$ cat src/zffa_ram.sv
// generic simple dual-port ram with registered read
// one write port, one read port; no dependencies
module zffa_ram #(
  parameter int WIDTH = 8,
  parameter int DEPTH = 16
) (
  input  logic                     clk,
  input  logic                     we,
  input  logic [$clog2(DEPTH)-1:0] waddr,
  input  logic [WIDTH-1:0]         wdata,
  input  logic [$clog2(DEPTH)-1:0] raddr,
  output logic [WIDTH-1:0]         rdata
);

  logic [WIDTH-1:0] mem [DEPTH];

  always_ff @(posedge clk) begin
    if (we) begin
      mem[waddr] <= wdata;
    end
    rdata <= mem[raddr];
  end

endmodule
$ cat config.mk
export PLATFORM = sky130hd
export DESIGN_NAME = zffa_ram
export DESIGN_NICKNAME = d
export VERILOG_FILES = /design/src/zffa_ram.sv
export SDC_FILE = /design/constraint.sdc
export NUM_CORES = 1
export LEC_CHECK = 0
export BUFFER_PORTS_ARGS = -buffer_cell sky130_fd_sc_hd__clkbuf_2
export CORE_UTILIZATION = 50
export CTS_BUF_LIST = sky130_fd_sc_hd__clkbuf_2 sky130_fd_sc_hd__clkbuf_4 sky130_fd_sc_hd__clkbuf_8
export DETAILED_ROUTE_END_ITERATION = 6
export HOLD_SLACK_MARGIN = 0.08
export MAX_ROUTING_LAYER = met4
export PLACE_DENSITY = 0.66
export SLEW_MARGIN = 20
export SYNTH_ARGS = -nofsm -noshare
export SYNTH_HDL_FRONTEND = slang
export SYNTH_SLANG_ARGS = --single-unit
$ cat constraint.sdc
create_clock -name clk -period 1.7 [get_ports clk]
set_clock_uncertainty 0.2 [all_clocks]
set_input_delay 0.085 -clock clk [delete_from_list [all_inputs] [get_ports clk]]
set_output_delay 0.085 -clock clk [all_outputs]
set_load 0.02 [all_outputs]
# Word-level counts from Yosys, hierarchy flattened
# Memories as Yosys holds them, arrays and structs flattened. A register that Yosys moved wholly into a read port is not among the register bits.
# Cells that the tools add are included.
[word_totals]
n_memories = 1
output_inout_bits = 8
mem_bits_rw = 128
inputBits = 18
elab_cells = 3
regBits = 0
[op_classes]
muxes = 2
[mem_list]
columns = ["name", "depth", "width", "rd", "rd_clocked_by_memory_dff", "wr", "line", "source"]
rows = [
  ["mem", 16, 8, 1, 1, 1, "15", "logic [WIDTH-1:0] mem [DEPTH];"],
]
[ops]
columns = ["op", "count"]
rows = [
  ["two-way mux 1 bit", 2],
]

# Depth between registers and ports, before layout
# Gate-level depths: netlist (run 1).
[logic_depth]
word_depth = 2
mapped_depth = 5
ltp_nobuf = 3

# Worst setup path after synthesis (run 1)
# OpenSTA, ideal clock, no wires.
[synth_path]
path_type = "input to register"
start = "in waddr[2]"
end = "mem mem[0][0] (enable)"
required_ns = 1.117
setup_ns = 0.383
path_slack_ns = -0.078
arrival_time_ns = 1.195
path_buffers = 0
cell_stages = 2
cell_sequence = "or3b_2 nor3_1"
[synth_rtl]
columns = ["item", "line", "source"]
rows = [
  ["start: declaration", "9", "input logic [$clog2(DEPTH)-1:0] waddr,"],
  ["end: declaration", "15", ""],
]
# No word-level cell before the write port.

==> run metrics, run 1 <==
diode count=0; Ys Warns=0; H-tree depth=4; vias in the first global route=2395; VDD IR-drop max=0.6341 mV; post-CTS setup buffer count=0; final setup fails=0; Clock Sinks=136; Buf+Inv Stages, Crit Path=0; # rows=36; die width=103.5 um; LEAKAGE=2.086 nW; Final Max Slew Viols=0; CTS tree=done; Die Y=103.5 um; syn_nets=247; R2R setup slack=0.15 ns; Tcrit/Tclk final=90.99%; Skew-Pair Late Insertion Delay=0.42 ns; outcome=completed; arrival time worst endpoint=1.64 ns; Peak Freq=0.6465 GHz; Final Worst Setup Slack=0.1531 ns; DR iter-0 viols=182; relative slew slack=53.39%; crit-path max cell delay=0.50 ns; Worst Setup Start Kind=flop; Fin. Hold Viols=0; post-route non-filler standard cell count=442; Nets=314; cts repair resizes=0; first-pass GRT wire length=13490 um; Crit Path Class=reg2reg; I/O Buffers=25; crit path capture type=flop; CP Data Required Time=1.80 ns; Via Count=2461; DIE AREA=10710 sq um; Critical Path Fanout Max=1; Routed wire per std cell=20.57 um; worst-path cell chain=mux4_1 > a22oi_1 > nand2_1; GRT Total Usage=19.52%; Design Area, Final=6100 sq um; hold slack=0.1131 ns; Core ar.=9864 sq um; Hold Crit Start=raddr[1]; synthesized area=5147 sq um; largest net degree at the start of global routing=33; Post-DRT Antenna Nets=0; Syn-to-layout area delta=18.50%; post-route setup TNS=0 ns; initial antenna violation count=0; worst slew pin tran=0.6966 ns; WHS Path Cells=5; RSZ-0062 raised after global routing=false; worst r2r path cells=3; commonest non-fill, non-tap cell in the layout=edfxtp_1; Num CTS Buffers=17; Place WS=-0.008428 ns; Synth Register Bits=136; worst hold path type=in2reg; Final GP Congestion=0.8218; Pre-antenna DRT Iters=4; Top delay family on crit path=multiplexers; Cells after Synth=229; maximum clock insertion buffer count=2; proportion of layout cells with a drive suffix above 1=31.07%; register area share after synthesis=77.78%; Starting Density=52.18%; I/O pins=26; Core Util, Final=61.83%; Hold EP=rdata[6]; Cell Pwr Density=1131 nW/um^2; Vias per Instance=5.568; root buf cell=clkbuf_8; most frequent cells in the layout=edfxtp_1 (128), clkbuf_2 (25), clkbuf_8 (20), mux4_2 (18), buf_4 (18); Overflow after GRT=0; # hold bufs at CTS=12; reg2reg start=mem[9][1]; Distinct cells, synth=19; Overall Power=6.901 mW; clock-pin slew of the registers on the worst-case setup and hold paths=0.07 ns; Critical-path top delay cell=mux4_1; min Tclk post-route=1.547 ns; syn_area_per_cell=22.48 sq um; DP Cell Count=398; DRC violations left=0; MaxCap Viol Count=0; Reg-to-Reg End=rdata[1]; WL final=9093 um; placed inst area=5553 sq um
-- synth_stat cells, drive strengths merged --
cell type / number / area share, %
nand3b: 2 / 0.29
nand2b: 2 / 0.24
nor2: 13 / 0.95
mux4: 32 / 15
and2: 1 / 0.12
buf: 7 / 1.1
clkdlybuf4s25: 3 / 0.58
nor2b: 1 / 0.12
nand3: 1 / 0.097
nor3: 4 / 0.39
and2b: 1 / 0.15
a22oi: 16 / 2.3
edfxtp: 128 / 75
nand2: 9 / 0.66
or3b: 1 / 0.17
dfxtp: 8 / 3.1
-- power breakdown --
group | internal (mW) | switching (mW)
Clock | 1.58 | 1.16
Combinational | 0.173 | 0.219
Sequential | 3.74 | 0.0213
Total | 5.50 | 1.40
-- worst max-delay path by stage --
stage	start	end	slack (ns)	cells after the start
finish	mem[9][1]	rdata[1]	0.15	3
global route	raddr[2]	rdata[2]	0.06	5
global placement	raddr[0]	rdata[1]	-0.009	5
CTS	mem[6][2]	rdata[2]	0.16	3
floorplan	waddr[2]	mem[3][0]	0.15	2
detailed placement	raddr[0]	rdata[2]	-0.008	5
-- logic make-up (layout without fill, tap and decap cells) --
| group | after synthesis | after routing | synth area share [%] |
|---|---|---|---|
| compound gates | 16 | 16 | 2.334 |
| buf+inv | 10 | 90 | 1.677 |
| flops | 136 | 136 | 77.78 |
| mux | 32 | 32 | 15.02 |
| simple gates | 35 | 35 | 3.184 |
-- worst reg2reg max path, stage by stage (launching register included) --
cell      delay [ns]
edfxtp_1        0.36
mux4_1          0.50
a22oi_1         0.30
nand2_1         0.07
-- registers in the layout, summed over array words and instances, names as in the netlist --
| name | count |
|---|---|
| mem | 128 |
| rdata | 8 |
-- per-layer routing --
metal / vias to the layer above / GRT usage, % / part of all wire (%)
met1: 1272 / 27.83 / 47
li1: 1107 / - / -
met3: 5 / 5.175 / 5.7
met5: - / - / 0
met2: 77 / 27.51 / 46
met4: 0 / 6.826 / 0.71
-- cell type report --
class | count | area [sq um]
sequential | 136 | 4004
fill | 695 | 3765
multi-input combinational | 83 | 1062
timing repair buffer | 58 | 440.4
clock buffer | 21 | 282.8
tap | 133 | 166.4
clock inverter | 11 | 143.9
No activity file was read; power rests on OpenSTA's default activity.
==> inputs of run 2 (changes only) <==
PLACE_DENSITY = 0.72   (was 0.66)
==> run metrics, run 2 (synthesis gave the netlist of run 1 again) <==
outcome=completed; Final Worst Setup Slack=0.02781 ns; R2R setup slack=0.17 ns; Core Util, Final=62.00%; DIE AREA=10710 sq um; first-pass GRT wire length=14020 um; Reg-to-Reg End=rdata[0]; GRT Total Usage=20.26%; Cell Pwr Density=1121 nW/um^2; commonest non-fill, non-tap cell in the layout=edfxtp_1; hold slack=0.1039 ns; Die Y=103.5 um; maximum clock insertion buffer count=2; Peak Freq=0.5980 GHz; Skew-Pair Late Insertion Delay=0.43 ns; worst-path cell chain=dlygate4sd3_1 > clkbuf_2 > or3b_2 > nor3_2 > buf_4; placed inst area=5550 sq um; worst slew pin tran=0.4060 ns; Pre-antenna DRT Iters=4; Nets=320; reg2reg start=mem[1][0]; crit-path max cell delay=0.54 ns; worst r2r path cells=3; initial antenna violation count=0; post-route setup TNS=0 ns; Tcrit/Tclk final=98.36%; DP Cell Count=401; arrival time worst endpoint=1.60 ns; Top delay family on crit path=buffers and inverters; MaxCap Viol Count=0; CTS tree=done; vias in the first global route=2531; Num CTS Buffers=17; CP Depth=5; worst hold path type=in2reg; RSZ-0062 raised after global routing=false; DR iter-0 viols=93; Starting Density=52.18%; max FFs per register=128; post-CTS setup buffer count=0; Via Count=2482; diode count=0; Place WS=-0.02661 ns; I/O pins=26; Post-DRT Antenna Nets=0; Final GP Congestion=0.7138; post-route non-filler standard cell count=448; clock-pin slew of the registers on the worst-case setup and hold paths=0.09 ns; LEAKAGE=2.091 nW; root buf cell=clkbuf_8; Buf+Inv Stages, Crit Path=3; Core ar.=9864 sq um; I/O Buffers=25; Worst Setup Start Kind=input pin; Routed wire per std cell=20.58 um; min Tclk post-route=1.672 ns; most frequent cells in the layout=edfxtp_1 (128), clkbuf_2 (25), buf_4 (23), mux4_2 (18), clkbuf_8 (17); Critical Path Fanout Max=8; Largest Register=mem; final setup fails=0; Clock Sinks=136; # rows=36; Fin. Hold Viols=0; proportion of layout cells with a drive suffix above 1=32.06%; WL final=9220 um; crit path capture type=flop; Crit Path Class=in2reg; relative slew slack=72.93%; Final Max Slew Viols=0; Overflow after GRT=0; HPWL Detailed=5999 um; CP Launch Point=waddr[2]; Regs by FF count=mem x128, rdata x8; largest net degree at the start of global routing=23; Design Area, Final=6116 sq um; cts repair resizes=0; Syn-to-layout area delta=18.81%; Vias per Instance=5.540; # hold bufs at CTS=15; Critical-path top delay cell=dlygate4sd3_1; CP Data Required Time=1.63 ns; H-tree depth=4; DRC violations left=0; Overall Power=6.859 mW; VDD IR-drop max=0.6210 mV; die width=103.5 um; worst setup path end=mem[0][0]
-- run 2: changes by cell type in the layout (fill, tap and decap cells not counted) --
cell           delta
clkinv_4          +2
clkbuf_8          -3
clkinvlp_4        +2
dlygate4sd3_1     +3
clkinv_2          +1
buf_12            -2
clkinv_1          -2
buf_4             +5
-- run 2: worst register-to-register path, stage by stage (launching register included) --
cell	delay, ns
edfxtp_1	0.35
mux4_1	0.51
a22oi_1	0.27
nand2_1	0.09
-- run 2: area by class of cell --
cell class	count	area, sq um
Fill cell	690	3749
Tap cell	133	166.4
Clock buffer	18	241.5
Sequential cell	136	4004
Timing Repair Buffer	64	467.9
Clock inverter	14	173.9
Multi-Input combinational cell	83	1062
-- run 2: worst min-delay path by stage --
stage | startpoint | to | cells after the start
after floorplan | wdata[0] | mem[0][0] | 0
after global placement | wdata[5] | mem[6][5] | 1
after detailed placement | rdata[7] | rdata[7] | 1
after CTS | we | mem[7][6] | 4
after global routing | we | mem[7][2] | 4
final | we | mem[7][6] | 4
-- run 2: where the power goes --
group	total [mW]	internal [mW]	switching (mW)
sequential	3.77	3.74	0.0256
clock	2.70	1.47	1.22
combinational	0.392	0.177	0.215
-- run 2: per-layer routing --
metal | global-route usage [%] | vias to the layer above | part of all wire, %
met5 | - | - | 0
met4 | 6.501 | 0 | 0.97
met3 | 6.048 | 7 | 4.5
met2 | 31.28 | 89 | 50
met1 | 26.07 | 1270 | 45
li1 | - | 1116 | -
